--- src/rtl/dwpi_pkg.sv ---
// Shared types, widths and constants of the dual wheel PI speed controller.
// Used by every module under rtl; depends on nothing else.
package dwpi_pkg;

    localparam int HIST_DEPTH = 10;
    localparam int PERIOD_W   = 16;
    localparam int SUM_W      = 20;
    localparam int RPM_W      = 16;
    localparam int ERR_W      = 17;
    localparam int DUTY_W     = 14;
    localparam int GAIN_W     = 8;
    localparam int CONV_W     = 24;
    localparam int DIV_W      = 24;
    localparam int COEF_W     = GAIN_W + 2;
    localparam int ACC_W      = 28;
    localparam int STEP_W     = 5;
    localparam int CFG_IDX_W  = 3;
    localparam int CFG_DATA_W = 24;

    localparam logic [STEP_W-1:0] AVG_STEPS  = STEP_W'(DIV_W - (DIV_W - SUM_W));
    localparam logic [STEP_W-1:0] RPM_STEPS  = STEP_W'(DIV_W);
    localparam logic [STEP_W-1:0] MAC_STEPS  = STEP_W'(2 * COEF_W);
    localparam logic [STEP_W-1:0] MAC_SWITCH = STEP_W'(COEF_W + 1);
    localparam logic [STEP_W-1:0] MAC_LAST   = STEP_W'(1);

    localparam logic [CFG_IDX_W-1:0] REG_TARGET  = 3'd0;
    localparam logic [CFG_IDX_W-1:0] REG_PGAIN   = 3'd1;
    localparam logic [CFG_IDX_W-1:0] REG_IGAIN   = 3'd2;
    localparam logic [CFG_IDX_W-1:0] REG_FLOOR   = 3'd3;
    localparam logic [CFG_IDX_W-1:0] REG_CEILING = 3'd4;
    localparam logic [CFG_IDX_W-1:0] REG_CONV    = 3'd5;
    localparam logic [CFG_IDX_W-1:0] REG_ENABLE  = 3'd6;

    localparam logic [RPM_W-1:0]  TARGET_RESET  = 16'd120;
    localparam logic [GAIN_W-1:0] PGAIN_RESET   = 8'd9;
    localparam logic [GAIN_W-1:0] IGAIN_RESET   = 8'd3;
    localparam logic [DUTY_W-1:0] FLOOR_RESET   = 14'd2;
    localparam logic [DUTY_W-1:0] CEILING_RESET = 14'd9999;
    localparam logic [CONV_W-1:0] CONV_RESET    = 24'd250000;

    typedef struct packed {
        logic [RPM_W-1:0]  target;
        logic [GAIN_W-1:0] pgain;
        logic [GAIN_W-1:0] igain;
        logic [DUTY_W-1:0] floor_duty;
        logic [DUTY_W-1:0] ceil_duty;
        logic [CONV_W-1:0] conv;
    } cfg_t;

    typedef struct packed {
        logic load;
        logic avg_go;
        logic rpm_go;
        logic mac_go;
        logic commit;
    } ctrl_t;

    typedef struct packed {
        logic div_busy;
        logic mac_busy;
    } stat_t;

    typedef enum logic [2:0] {
        ST_IDLE,
        ST_AVG_GO,
        ST_AVG_RUN,
        ST_RPM_GO,
        ST_RPM_RUN,
        ST_MAC_GO,
        ST_MAC_RUN,
        ST_COMMIT
    } state_t;

endpackage

--- src/rtl/dwpi_div.sv ---
// Bit-serial restoring divider: one quotient bit per cycle.
// Depends on dwpi_pkg for widths.
module dwpi_div
    import dwpi_pkg::*;
(
    input  logic              clk,
    input  logic              rst_n,
    input  logic              start,
    input  logic [DIV_W-1:0]  dividend,
    input  logic [RPM_W-1:0]  divisor,
    input  logic [STEP_W-1:0] steps,
    output logic              busy,
    output logic [DIV_W-1:0]  quotient
);

    logic [RPM_W-1:0]  rem_reg, rem_next;
    logic [DIV_W-1:0]  dvd_reg, dvd_next;
    logic [RPM_W-1:0]  dsr_reg, dsr_next;
    logic [STEP_W-1:0] cnt_reg, cnt_next;
    logic [RPM_W:0]    partial;
    logic [RPM_W+1:0]  diff;

    always_ff @(posedge clk or negedge rst_n)
    begin
        if (!rst_n)
        begin
            cnt_reg <= '0;
        end
        else
        begin
            cnt_reg <= cnt_next;
        end
    end

    always_ff @(posedge clk)
    begin
        rem_reg <= rem_next;
        dvd_reg <= dvd_next;
        dsr_reg <= dsr_next;
    end

    always_comb
    begin
        partial  = {rem_reg, dvd_reg[DIV_W-1]};
        diff     = {1'b0, partial} - {2'b00, dsr_reg};
        rem_next = rem_reg;
        dvd_next = dvd_reg;
        dsr_next = dsr_reg;
        cnt_next = cnt_reg;
        if (start)
        begin
            rem_next = '0;
            dvd_next = dividend;
            dsr_next = divisor;
            cnt_next = steps;
        end
        else if (cnt_reg != '0)
        begin
            // For a nonzero divisor the remainder stays below it, so 16 bits hold it.
            if (!diff[RPM_W+1])
            begin
                rem_next = diff[RPM_W-1:0];
                dvd_next = {dvd_reg[DIV_W-2:0], 1'b1};
            end
            else
            begin
                rem_next = partial[RPM_W-1:0];
                dvd_next = {dvd_reg[DIV_W-2:0], 1'b0};
            end
            cnt_next = cnt_reg - STEP_W'(1);
        end
    end

    assign busy     = (cnt_reg != '0);
    assign quotient = dvd_reg;

endmodule

--- src/rtl/dwpi_mac.sv ---
// Bit-serial signed multiply-accumulate: base + coef_a * mcand_a + coef_b * mcand_b.
// One coefficient bit per cycle; depends on dwpi_pkg for widths.
module dwpi_mac
    import dwpi_pkg::*;
(
    input  logic                     clk,
    input  logic                     rst_n,
    input  logic                     start,
    input  logic [DUTY_W-1:0]        base,
    input  logic signed [COEF_W-1:0] coef_a,
    input  logic signed [ERR_W-1:0]  mcand_a,
    input  logic signed [COEF_W-1:0] coef_b,
    input  logic signed [ERR_W-1:0]  mcand_b,
    output logic                     busy,
    output logic signed [ACC_W-1:0]  acc
);

    logic signed [ACC_W-1:0] acc_reg, acc_next;
    logic signed [ACC_W-1:0] mcand_reg, mcand_next;
    logic [COEF_W-1:0]       coef_reg, coef_next;
    logic [STEP_W-1:0]       cnt_reg, cnt_next;
    logic                    sign_step;

    always_ff @(posedge clk or negedge rst_n)
    begin
        if (!rst_n)
        begin
            cnt_reg <= '0;
        end
        else
        begin
            cnt_reg <= cnt_next;
        end
    end

    always_ff @(posedge clk)
    begin
        acc_reg   <= acc_next;
        mcand_reg <= mcand_next;
        coef_reg  <= coef_next;
    end

    always_comb
    begin
        sign_step  = (cnt_reg == MAC_SWITCH) || (cnt_reg == MAC_LAST);
        acc_next   = acc_reg;
        mcand_next = mcand_reg;
        coef_next  = coef_reg;
        cnt_next   = cnt_reg;
        if (start)
        begin
            acc_next   = $signed({{(ACC_W-DUTY_W){1'b0}}, base});
            mcand_next = $signed({{(ACC_W-ERR_W){mcand_a[ERR_W-1]}}, mcand_a});
            coef_next  = coef_a;
            cnt_next   = MAC_STEPS;
        end
        else if (cnt_reg != '0)
        begin
            // The top coefficient bit carries negative weight.
            if (coef_reg[0])
            begin
                acc_next = sign_step ? acc_reg - mcand_reg : acc_reg + mcand_reg;
            end
            if (cnt_reg == MAC_SWITCH)
            begin
                mcand_next = $signed({{(ACC_W-ERR_W){mcand_b[ERR_W-1]}}, mcand_b});
                coef_next  = coef_b;
            end
            else
            begin
                mcand_next = mcand_reg <<< 1;
                coef_next  = coef_reg >> 1;
            end
            cnt_next = cnt_reg - STEP_W'(1);
        end
    end

    assign busy = (cnt_reg != '0);
    assign acc  = acc_reg;

endmodule

--- src/rtl/dwpi_lane.sv ---
// One wheel: period history with running sum, speed conversion, PI step and clamp.
// Depends on dwpi_pkg, dwpi_div and dwpi_mac.
module dwpi_lane
    import dwpi_pkg::*;
(
    input  logic                    clk,
    input  logic                    rst_n,
    input  ctrl_t                   ctrl,
    input  cfg_t                    cfg,
    input  logic [PERIOD_W-1:0]     period,
    output stat_t                   stat,
    output logic [DUTY_W-1:0]       duty,
    output logic [RPM_W-1:0]        rpm,
    output logic signed [ERR_W-1:0] error
);

    logic [PERIOD_W-1:0]     hist_reg [HIST_DEPTH];
    logic [SUM_W-1:0]        sum_reg;
    logic [DUTY_W-1:0]       drive_reg;
    logic signed [ERR_W-1:0] last_err_reg;
    logic [RPM_W-1:0]        avg_reg;
    logic [RPM_W-1:0]        rpm_reg;
    logic signed [ERR_W-1:0] err_reg;

    logic                    div_start;
    logic [DIV_W-1:0]        div_dividend;
    logic [RPM_W-1:0]        div_divisor;
    logic [STEP_W-1:0]       div_steps;
    logic                    div_busy;
    logic [DIV_W-1:0]        quot;
    logic [RPM_W-1:0]        rpm_sat;
    logic signed [COEF_W-1:0] k_sum;
    logic signed [COEF_W-1:0] k_diff;
    logic                    mac_busy;
    logic signed [ACC_W-1:0] acc;
    logic signed [ACC_W-1:0] lo_lim;
    logic signed [ACC_W-1:0] hi_lim;
    logic signed [ACC_W-1:0] clamped;

    // The history is a shift line: its last tap is the period that leaves the window.
    always_ff @(posedge clk or negedge rst_n)
    begin
        if (!rst_n)
        begin
            for (int i = 0; i < HIST_DEPTH; i++)
            begin
                hist_reg[i] <= '0;
            end
            sum_reg      <= '0;
            drive_reg    <= '0;
            last_err_reg <= '0;
        end
        else
        begin
            if (ctrl.load)
            begin
                hist_reg[0] <= period;
                for (int i = 1; i < HIST_DEPTH; i++)
                begin
                    hist_reg[i] <= hist_reg[i-1];
                end
                sum_reg <= sum_reg - {{(SUM_W-PERIOD_W){1'b0}}, hist_reg[HIST_DEPTH-1]}
                                   + {{(SUM_W-PERIOD_W){1'b0}}, period};
            end
            if (ctrl.commit)
            begin
                drive_reg    <= clamped[DUTY_W-1:0];
                last_err_reg <= err_reg;
            end
        end
    end

    always_ff @(posedge clk)
    begin
        if (ctrl.rpm_go)
        begin
            avg_reg <= quot[RPM_W-1:0];
        end
        if (ctrl.mac_go)
        begin
            rpm_reg <= rpm_sat;
            err_reg <= $signed({1'b0, cfg.target} - {1'b0, rpm_sat});
        end
    end

    always_comb
    begin
        div_start = ctrl.avg_go || ctrl.rpm_go;
        if (ctrl.avg_go)
        begin
            div_dividend = {sum_reg, {(DIV_W-SUM_W){1'b0}}};
            div_divisor  = RPM_W'(HIST_DEPTH);
            div_steps    = AVG_STEPS;
        end
        else
        begin
            div_dividend = cfg.conv;
            div_divisor  = quot[RPM_W-1:0];
            div_steps    = RPM_STEPS;
        end
    end

    dwpi_div u_div (
        .clk      (clk),
        .rst_n    (rst_n),
        .start    (div_start),
        .dividend (div_dividend),
        .divisor  (div_divisor),
        .steps    (div_steps),
        .busy     (div_busy),
        .quotient (quot)
    );

    // A zero average period or a quotient above 16 bits reads as full speed.
    assign rpm_sat = ((avg_reg == '0) || (quot[DIV_W-1:RPM_W] != '0)) ? '1
                                                                      : quot[RPM_W-1:0];

    assign k_sum  = $signed({2'b00, cfg.pgain} + {2'b00, cfg.igain});
    assign k_diff = $signed({2'b00, cfg.igain} - {2'b00, cfg.pgain});

    // The previous error is known at once, so its product is formed first.
    dwpi_mac u_mac (
        .clk     (clk),
        .rst_n   (rst_n),
        .start   (ctrl.mac_go),
        .base    (drive_reg),
        .coef_a  (k_diff),
        .mcand_a (last_err_reg),
        .coef_b  (k_sum),
        .mcand_b (err_reg),
        .busy    (mac_busy),
        .acc     (acc)
    );

    // The floor test comes first, so a floor above the ceiling wins for acc below it.
    always_comb
    begin
        lo_lim = $signed({{(ACC_W-DUTY_W){1'b0}}, cfg.floor_duty});
        hi_lim = $signed({{(ACC_W-DUTY_W){1'b0}}, cfg.ceil_duty});
        priority if (acc < lo_lim)
        begin
            clamped = lo_lim;
        end
        else if (acc > hi_lim)
        begin
            clamped = hi_lim;
        end
        else
        begin
            clamped = acc;
        end
    end

    assign stat.div_busy = div_busy;
    assign stat.mac_busy = mac_busy;
    assign duty  = clamped[DUTY_W-1:0];
    assign rpm   = rpm_reg;
    assign error = err_reg;

endmodule

--- src/rtl/dual_wheel_pi_speed_controller.sv ---
// Top level of the dual wheel PI speed controller: register file, sequencer, result register.
// Depends on dwpi_pkg and two instances of dwpi_lane.
//
//   channel   direction  handshake                 payload
//   item      in         item_valid / item_stall   left_period, right_period
//   result    out        result_valid/result_stall  duties, rpms, errors
//   cfg       in         cfg_valid / cfg_ready     cfg_index, cfg_data
//
// An enabled request runs from acceptance to a waiting result through the serial divider for
// the window average, the serial divider again for the speed quotient and then the serial
// multiply-accumulate, with sequencing states in between. The next request can be taken in
// the cycle after the result is written, so requests are worked on one at a time.
// A request that arrives while the loop is disabled is taken and dropped, and gives no
// result. Both wheels run side by side in their own lanes.
// Reset clears the histories, sums, duties and previous errors at once.
// item_stall is high while a request is being worked on; a finished result waits in the
// output register under result_stall, and the next request may be taken meanwhile.
module dual_wheel_pi_speed_controller
    import dwpi_pkg::*;
(
    input  logic                        clk,
    input  logic                        rst_n,
    input  logic                        item_valid,
    output logic                        item_stall,
    input  logic [PERIOD_W-1:0]         left_period,
    input  logic [PERIOD_W-1:0]         right_period,
    output logic                        result_valid,
    input  logic                        result_stall,
    output logic [DUTY_W-1:0]           left_duty,
    output logic [DUTY_W-1:0]           right_duty,
    output logic [RPM_W-1:0]            left_rpm,
    output logic [RPM_W-1:0]            right_rpm,
    output logic signed [ERR_W-1:0]     left_error,
    output logic signed [ERR_W-1:0]     right_error,
    input  logic                        cfg_valid,
    output logic                        cfg_ready,
    input  logic [CFG_IDX_W-1:0]        cfg_index,
    input  logic [CFG_DATA_W-1:0]       cfg_data
);

    cfg_t   cfg_reg;
    logic   enable_reg;
    state_t state_reg, state_next;
    ctrl_t  ctrl;
    stat_t  left_stat;
    stat_t  right_stat;
    logic   out_valid_reg, out_valid_next;
    logic   out_free;

    logic [DUTY_W-1:0]       l_duty, r_duty;
    logic [RPM_W-1:0]        l_rpm, r_rpm;
    logic signed [ERR_W-1:0] l_err, r_err;

    logic [DUTY_W-1:0]       left_duty_reg, right_duty_reg;
    logic [RPM_W-1:0]        left_rpm_reg, right_rpm_reg;
    logic signed [ERR_W-1:0] left_err_reg, right_err_reg;

    assign cfg_ready = 1'b1;

    always_ff @(posedge clk or negedge rst_n)
    begin
        if (!rst_n)
        begin
            cfg_reg.target     <= TARGET_RESET;
            cfg_reg.pgain      <= PGAIN_RESET;
            cfg_reg.igain      <= IGAIN_RESET;
            cfg_reg.floor_duty <= FLOOR_RESET;
            cfg_reg.ceil_duty  <= CEILING_RESET;
            cfg_reg.conv       <= CONV_RESET;
            enable_reg         <= 1'b0;
        end
        else if (cfg_valid && cfg_ready)
        begin
            unique case (cfg_index)
                REG_TARGET:  cfg_reg.target     <= cfg_data[RPM_W-1:0];
                REG_PGAIN:   cfg_reg.pgain      <= cfg_data[GAIN_W-1:0];
                REG_IGAIN:   cfg_reg.igain      <= cfg_data[GAIN_W-1:0];
                REG_FLOOR:   cfg_reg.floor_duty <= cfg_data[DUTY_W-1:0];
                REG_CEILING: cfg_reg.ceil_duty  <= cfg_data[DUTY_W-1:0];
                REG_CONV:    cfg_reg.conv       <= cfg_data[CONV_W-1:0];
                REG_ENABLE:  enable_reg         <= cfg_data[0];
                default:     ;
            endcase
        end
    end

    always_ff @(posedge clk or negedge rst_n)
    begin
        if (!rst_n)
        begin
            state_reg     <= ST_IDLE;
            out_valid_reg <= 1'b0;
        end
        else
        begin
            state_reg     <= state_next;
            out_valid_reg <= out_valid_next;
        end
    end

    assign out_free = !out_valid_reg || !result_stall;

    always_comb
    begin
        state_next     = state_reg;
        ctrl           = '0;
        item_stall     = 1'b1;
        out_valid_next = out_valid_reg && result_stall;
        unique case (state_reg)
            ST_IDLE:
            begin
                item_stall = 1'b0;
                // A request taken while disabled is dropped without touching any state.
                if (item_valid && enable_reg)
                begin
                    ctrl.load  = 1'b1;
                    state_next = ST_AVG_GO;
                end
            end
            ST_AVG_GO:
            begin
                ctrl.avg_go = 1'b1;
                state_next  = ST_AVG_RUN;
            end
            ST_AVG_RUN:
            begin
                if (!left_stat.div_busy && !right_stat.div_busy)
                begin
                    state_next = ST_RPM_GO;
                end
            end
            ST_RPM_GO:
            begin
                ctrl.rpm_go = 1'b1;
                state_next  = ST_RPM_RUN;
            end
            ST_RPM_RUN:
            begin
                if (!left_stat.div_busy && !right_stat.div_busy)
                begin
                    state_next = ST_MAC_GO;
                end
            end
            ST_MAC_GO:
            begin
                ctrl.mac_go = 1'b1;
                state_next  = ST_MAC_RUN;
            end
            ST_MAC_RUN:
            begin
                if (!left_stat.mac_busy && !right_stat.mac_busy)
                begin
                    state_next = ST_COMMIT;
                end
            end
            ST_COMMIT:
            begin
                if (out_free)
                begin
                    ctrl.commit    = 1'b1;
                    out_valid_next = 1'b1;
                    state_next     = ST_IDLE;
                end
            end
            default:
            begin
                state_next = ST_IDLE;
            end
        endcase
    end

    dwpi_lane u_left (
        .clk    (clk),
        .rst_n  (rst_n),
        .ctrl   (ctrl),
        .cfg    (cfg_reg),
        .period (left_period),
        .stat   (left_stat),
        .duty   (l_duty),
        .rpm    (l_rpm),
        .error  (l_err)
    );

    dwpi_lane u_right (
        .clk    (clk),
        .rst_n  (rst_n),
        .ctrl   (ctrl),
        .cfg    (cfg_reg),
        .period (right_period),
        .stat   (right_stat),
        .duty   (r_duty),
        .rpm    (r_rpm),
        .error  (r_err)
    );

    always_ff @(posedge clk)
    begin
        if (ctrl.commit)
        begin
            left_duty_reg  <= l_duty;
            right_duty_reg <= r_duty;
            left_rpm_reg   <= l_rpm;
            right_rpm_reg  <= r_rpm;
            left_err_reg   <= l_err;
            right_err_reg  <= r_err;
        end
    end

    assign result_valid = out_valid_reg;
    assign left_duty    = left_duty_reg;
    assign right_duty   = right_duty_reg;
    assign left_rpm     = left_rpm_reg;
    assign right_rpm    = right_rpm_reg;
    assign left_error   = left_err_reg;
    assign right_error  = right_err_reg;

endmodule

--- config.mk ---
export PLATFORM = sky130hd
export DESIGN_NAME = dual_wheel_pi_speed_controller
export DESIGN_NICKNAME = d
export VERILOG_FILES = /design/src/rtl/dwpi_pkg.sv /design/src/rtl/dwpi_div.sv /design/src/rtl/dwpi_mac.sv /design/src/rtl/dwpi_lane.sv /design/src/rtl/dual_wheel_pi_speed_controller.sv
export SDC_FILE = /design/constraint.sdc
export NUM_CORES = 2
export LEC_CHECK = 0
export ABC_AREA = 0
export BUFFER_PORTS_ARGS = -buffer_cell sky130_fd_sc_hd__buf_2
export CAP_MARGIN = 20
export CELL_PAD_IN_SITES_DETAIL_PLACEMENT = 1
export CELL_PAD_IN_SITES_GLOBAL_PLACEMENT = 2
export CORE_MARGIN = 2
export CORE_UTILIZATION = 41
export CTS_CLUSTER_SIZE = 28
export DETAILED_ROUTE_END_ITERATION = 10
export PLACE_DENSITY_LB_ADDON = 0.3
export SETUP_SLACK_MARGIN = 0.05
export SYNTH_ARGS = -nofsm -noshare
export SYNTH_HDL_FRONTEND = slang
export SYNTH_SLANG_ARGS = --single-unit
--- constraint.sdc ---
create_clock -name clk -period 6.15 [get_ports clk]
set_clock_uncertainty 0.15 [all_clocks]
set_input_delay 0.3075 -clock clk [delete_from_list [all_inputs] [get_ports clk]]
set_output_delay 0.3075 -clock clk [all_outputs]
set_load 0.05 [all_outputs]
# Yosys cells after proc, flatten, opt, wreduce, memory -nomap -nowiden
# Index checks and enable logic that the tools add are counted.
# classes
add_sub_neg	18
magnitude_cmp	4
n_eq_ne	22
muxes	61
n_reduce_logical	44
# op_table
op	n
28-bit 2-to-1 mux	8
24-bit 2-to-1 mux	6
14-bit 2-to-1 mux	10
16-bit 2-to-1 mux	4
10-bit 2-to-1 mux	6
28-bit adder	2
28-bit by 15-bit greater-than comparator with 1-bit output	2
28-bit by 15-bit less-than comparator with 1-bit output	2
28-bit subtractor	2
20-bit by 16-bit adder with 20-bit output	2
5-bit 2-to-1 mux	8
20-bit by 16-bit subtractor with 20-bit output	2
17-bit by 16-bit subtractor with 18-bit output	2
16-bit by 16-bit subtractor with 17-bit output	2
16-bit logical NOT	2
3-bit case mux with 8 select lines	1
2-bit AND reduction	11
3-bit equality test (second input constant)	7
5-bit nonzero test	4
5-bit by 1-bit subtractor with 5-bit output (second input constant)	4
8-bit nonzero test	2
3-bit 2-to-1 mux	5
3-bit by 2-bit equality test with 1-bit output (second input constant)	4
1-bit 2-to-1 mux	12
other kinds (13)	39
# totals
ff_bits	967
output_inout_bits	97
elab_cells	214

# Longest topological paths before layout
# logic_depth
word_depth	6
depth_mapped	19
ltp_nobuf	18

# Modules after synthesis
# Synthesis repeated with hierarchy kept, for this count alone.
# hier_totals
cells_unflattened	4287
hier_area_um2	50606.0
# modules_own_cells
mod	n_inst	cells_per_inst	area_per_inst_um2
dwpi_lane	2	1141	13740.7
dwpi_div	2	293	3290.7
dual_wheel_pi_speed_controller	1	311	6329.8
dwpi_mac at u_left.u_mac	1	560	5187.5
dwpi_mac at u_right.u_mac	1	548	5026.1

# Least setup slack after synthesis
# OpenSTA, ideal clock, no wires.
# synth_path
kind	register -> register
from	reg out_valid_reg, in the netlist result_valid
to	reg u_left.last_err_reg[10]
t_arrival_ns	4.516
t_required_ns	5.866
path_slack_ns	1.350
path_stages_with_launch	4
n_path_buf	1
cell_sequence	dfrtp_1 -> a21oi_1 -> clkbuf_1 -> mux2_2
# synth_lines
element	line	rtl
start: declaration	dual_wheel_pi_speed_controller.sv:47	logic out_valid_reg, out_valid_next;
start signal: assignment	dual_wheel_pi_speed_controller.sv:97	out_valid_reg <= out_valid_next;
end signal: assignment	dwpi_lane.sv:68	last_err_reg <= err_reg;
end: declaration	dwpi_lane.sv:20	logic signed [ERR_W-1:0] last_err_reg;

# Worst setup path after layout
# layout_path
from	reg u_left.u_div.dvd_reg[17], in the netlist u_left.u_div.quotient[17]
to	reg u_left.err_reg[15], in the netlist u_left.error[15], data pin
# layout_between
elab_chain_len	4
# layout_rtl
element	line	rtl
start: declaration	dwpi_div.sv:17	logic [DIV_W-1:0] dvd_reg, dvd_next;
start signal: assignment	dwpi_div.sv:38	dvd_reg <= dvd_next;
8-bit nonzero test	dwpi_lane.sv:115	assign rpm_sat = ((avg_reg == '0) || (quot[DIV_W-1:RPM_W] != '0)) ? '1
1-bit logical OR	dwpi_lane.sv:115	
16-bit 2-to-1 mux	dwpi_lane.sv:115	
net u_left.rpm_sat[1]	dwpi_lane.sv:31	logic [RPM_W-1:0] rpm_sat;
16-bit by 16-bit subtractor with 17-bit output	dwpi_lane.sv:82	err_reg <= $signed({1'b0, cfg.target} - {1'b0, rpm_sat});
end signal: assignment	dwpi_lane.sv:82	
end: declaration	dwpi_lane.sv:23	logic signed [ERR_W-1:0] err_reg;
# The timed path passes the listed nets, and every way through them passes these cells.
# A chain may end at the register's enable or synchronous reset.

==> metrics <==
row count 126; final hold vios 0; CP arrival 4970 ps; cell count after synthesis 4,805; Detail Placement HPWL 93,000 microns; leakage power 25.4 nW; Reg area 25,800 sq um; vias in the first global route 36,700; FILL cells 13,000; # nets final 5,346; share of cells above drive strength 1 11.7%; hold_ws 40.9 ps; Max Slew Vio Count 0; relative slew slack 26.3%; post-route ant nets 0; vias post-DR 35,100; # Max-Cap Violations 0; DIE WIDTH 348 microns; syn_nets 5,151; Clock Pin Slew Worst Setup and Hold Paths 60 ps; WS Path Type reg -> reg; Cell Area, Synth 48,600 sq um; CTS sink cnt 967; initial DRC count 2,153; core box area 118,000 sq um; Multi-input gate area 21,000 sq um; top_reg_cell synth dfrtp_1; Root Driver clkbuf_16; CTS tree yes; commonest non-fill, non-tap cell in the layout nand2_1; placed inst area 51,100 sq um; I/O Buffers 159; Async SR Flop Fraction 54.9%; CTS max path bufs 3; number of remaining DRC errors 0; sequential area share after synthesis 53.1%; DR pass1 iterations 5; clock latency on the worst-skew pair 710 ps; busiest grt layer met2; WL/cell 19.9 microns; Hold/Removal Path Class in -> async; # Post-CTS Setup Buffers 0; crit path capture type register; Die Ht 348 microns; TritonCTS buffer count 109; worst slew pin tran 1100 ps; Worst R2R Path Depth 14; Final Cell Area 55,300 sq um; total track usage 21.9%; Syn. warnings 0; Power Density 552 nW/um^2; grt met3 use 3.85%; first-pass GRT wire length 210,000 microns; met2 usage in global routing 35.1%; gr ovfl total 0; Peak VDD IR 0.242 mV; die area 121,000 sq um; H-tree level count 3; IO Pins 161; commonest non-fill, non-tap cells in the layout 1,180 x nand2_1, 506 x dfrtp_1, 376 x edfxtp_1, 312 x inv_1, 242 x ha_1; WL final 132,000 microns; Final Cycle Share 76.1%; antenna violations before repair 8; largest net degree at the start of global routing 203; Via density 5.29; critical path required time 6440 ps; outcome complete, no violations; # hold bufs at CTS 62; Avg Inst Size Synth 10.1 sq um; #FFs+latches synth 967; area delta synth->final 13.8%; Worst Setup Start Kind register; Placer Congestion 0.874; number of flops mapped to enable cells by yosys 376; met1 Track Usage GR 30.5%; Unique masters post-synth 89; fmax 0.214 GHz; Tmin final 4680 ps; worst-path maximum fanout 16; PostCTS Resize Cnt 0; RSZ-0062 raised after global routing no; post-route setup TNS 0 ps; Final setup viols 0; starting density of the core 41.2%
==> power by group <==
part	switching (mW)	total, mW	internal (mW)
combinational	7.65	13.1	5.49
sequential	1.71	10.9	9.18
clock	2.74	6.51	3.76
total	12.1	30.5	18.4
==> cells in the mapped netlist, types with 60 or more instances <==
cell type     n  share of area, %
a21o_1       66               1.0
a21oi_1     240               2.5
a31oi_1      60              0.77
clkbuf_1    163               1.3
dfrtp_1     507                26
dfxtp_1      60               2.5
edfxtp_1    376                23
ha_1        242               6.2
inv_1       313               2.4
mux2_2      127               2.9
mux2i_1     111               2.3
nand2_1    1180               9.1
nor2_1      218               1.7
nor3_1       72              0.74
o21ai_0     235               2.4
xnor2_1     114               2.1
xor2_1       69               1.2
==> metal layers <==
layer  vias up  routed length [microns]
met5         -                       16
met3       152                     6370
met2       524                    60400
met1     17600                    62200
li1      16800                        -
met4         2                     2860
==> worst paths after layout <==
kind	from	endpoint	slack, ps
worst max-delay path	u_left.u_div.quotient[17]	u_left.error[15]	1470
worst min-delay path	rst_n	u_left.hist_reg[86]	40
worst max register to register	u_left.u_div.quotient[17]	u_left.error[15]	1470
worst min register to register	u_left.rpm[10]	left_rpm[10]	260
max in group asynchronous	rst_n	u_right.last_err_reg[16]	4300
min in group clk	item_valid	u_left.hist_reg[139]	110
==> critical path, stage by stage (launching register included) <==
cell	delay (ps)
edfxtp_1	400
nor4_1	420
nand3_1	520
or2_2	480
inv_1	120
ha_1	230
nor2b_1	120
o21ai_0	220
a21boi_1	150
o211ai_1	230
a21oi_1	120
a2111oi_1	690
nor4b_1	210
o211ai_1	230
nand4b_1	130
==> cell type report <==
type                            count  share of cell area, %
Antenna cell                        1                0.00452
Clock inverter                     48                  0.873
Timing Repair Buffer              270                   3.46
Inverter                          314                   2.14
Sequential cell                   967                   46.6
Clock buffer                      153                   5.53
Multi-Input combinational cell   3338                   37.9
Tap cell                         1536                   3.47
==> stage by stage <==
stage | power, mW | worst slack, ps | instances | util (%)
after global routing | 32.9 | 1070 | 6626 | 46.9
after detailed placement | 24.1 | 1530 | 6360 | 43.4
after global placement | 23.7 | 1650 | 6359 | 43.3
final | 30.5 | 1470 | 6627 | 46.9
after floorplan | 20.4 | 1350 | 4805 | -
after CTS | 30.8 | 1490 | 6623 | 46.9
==> kinds of logic (layout without fill, tap and decap cells) <==
logic type | after synthesis | count (layout) | synth area share (%)
multiplexers | 241 | 241 | 5.31
other | 1 | 2 | 0.00771
buffers and inverters | 500 | 785 | 3.91
flip-flops | 967 | 967 | 53.1
AO/OA/AOI/OAI | 837 | 837 | 10.6
XOR/XNOR | 183 | 183 | 3.30
adder cells (fa/ha/maj) | 282 | 282 | 7.87
AND/OR/NAND/NOR | 1794 | 1794 | 15.9
Note: power is estimated with default switching activity, not from simulation.
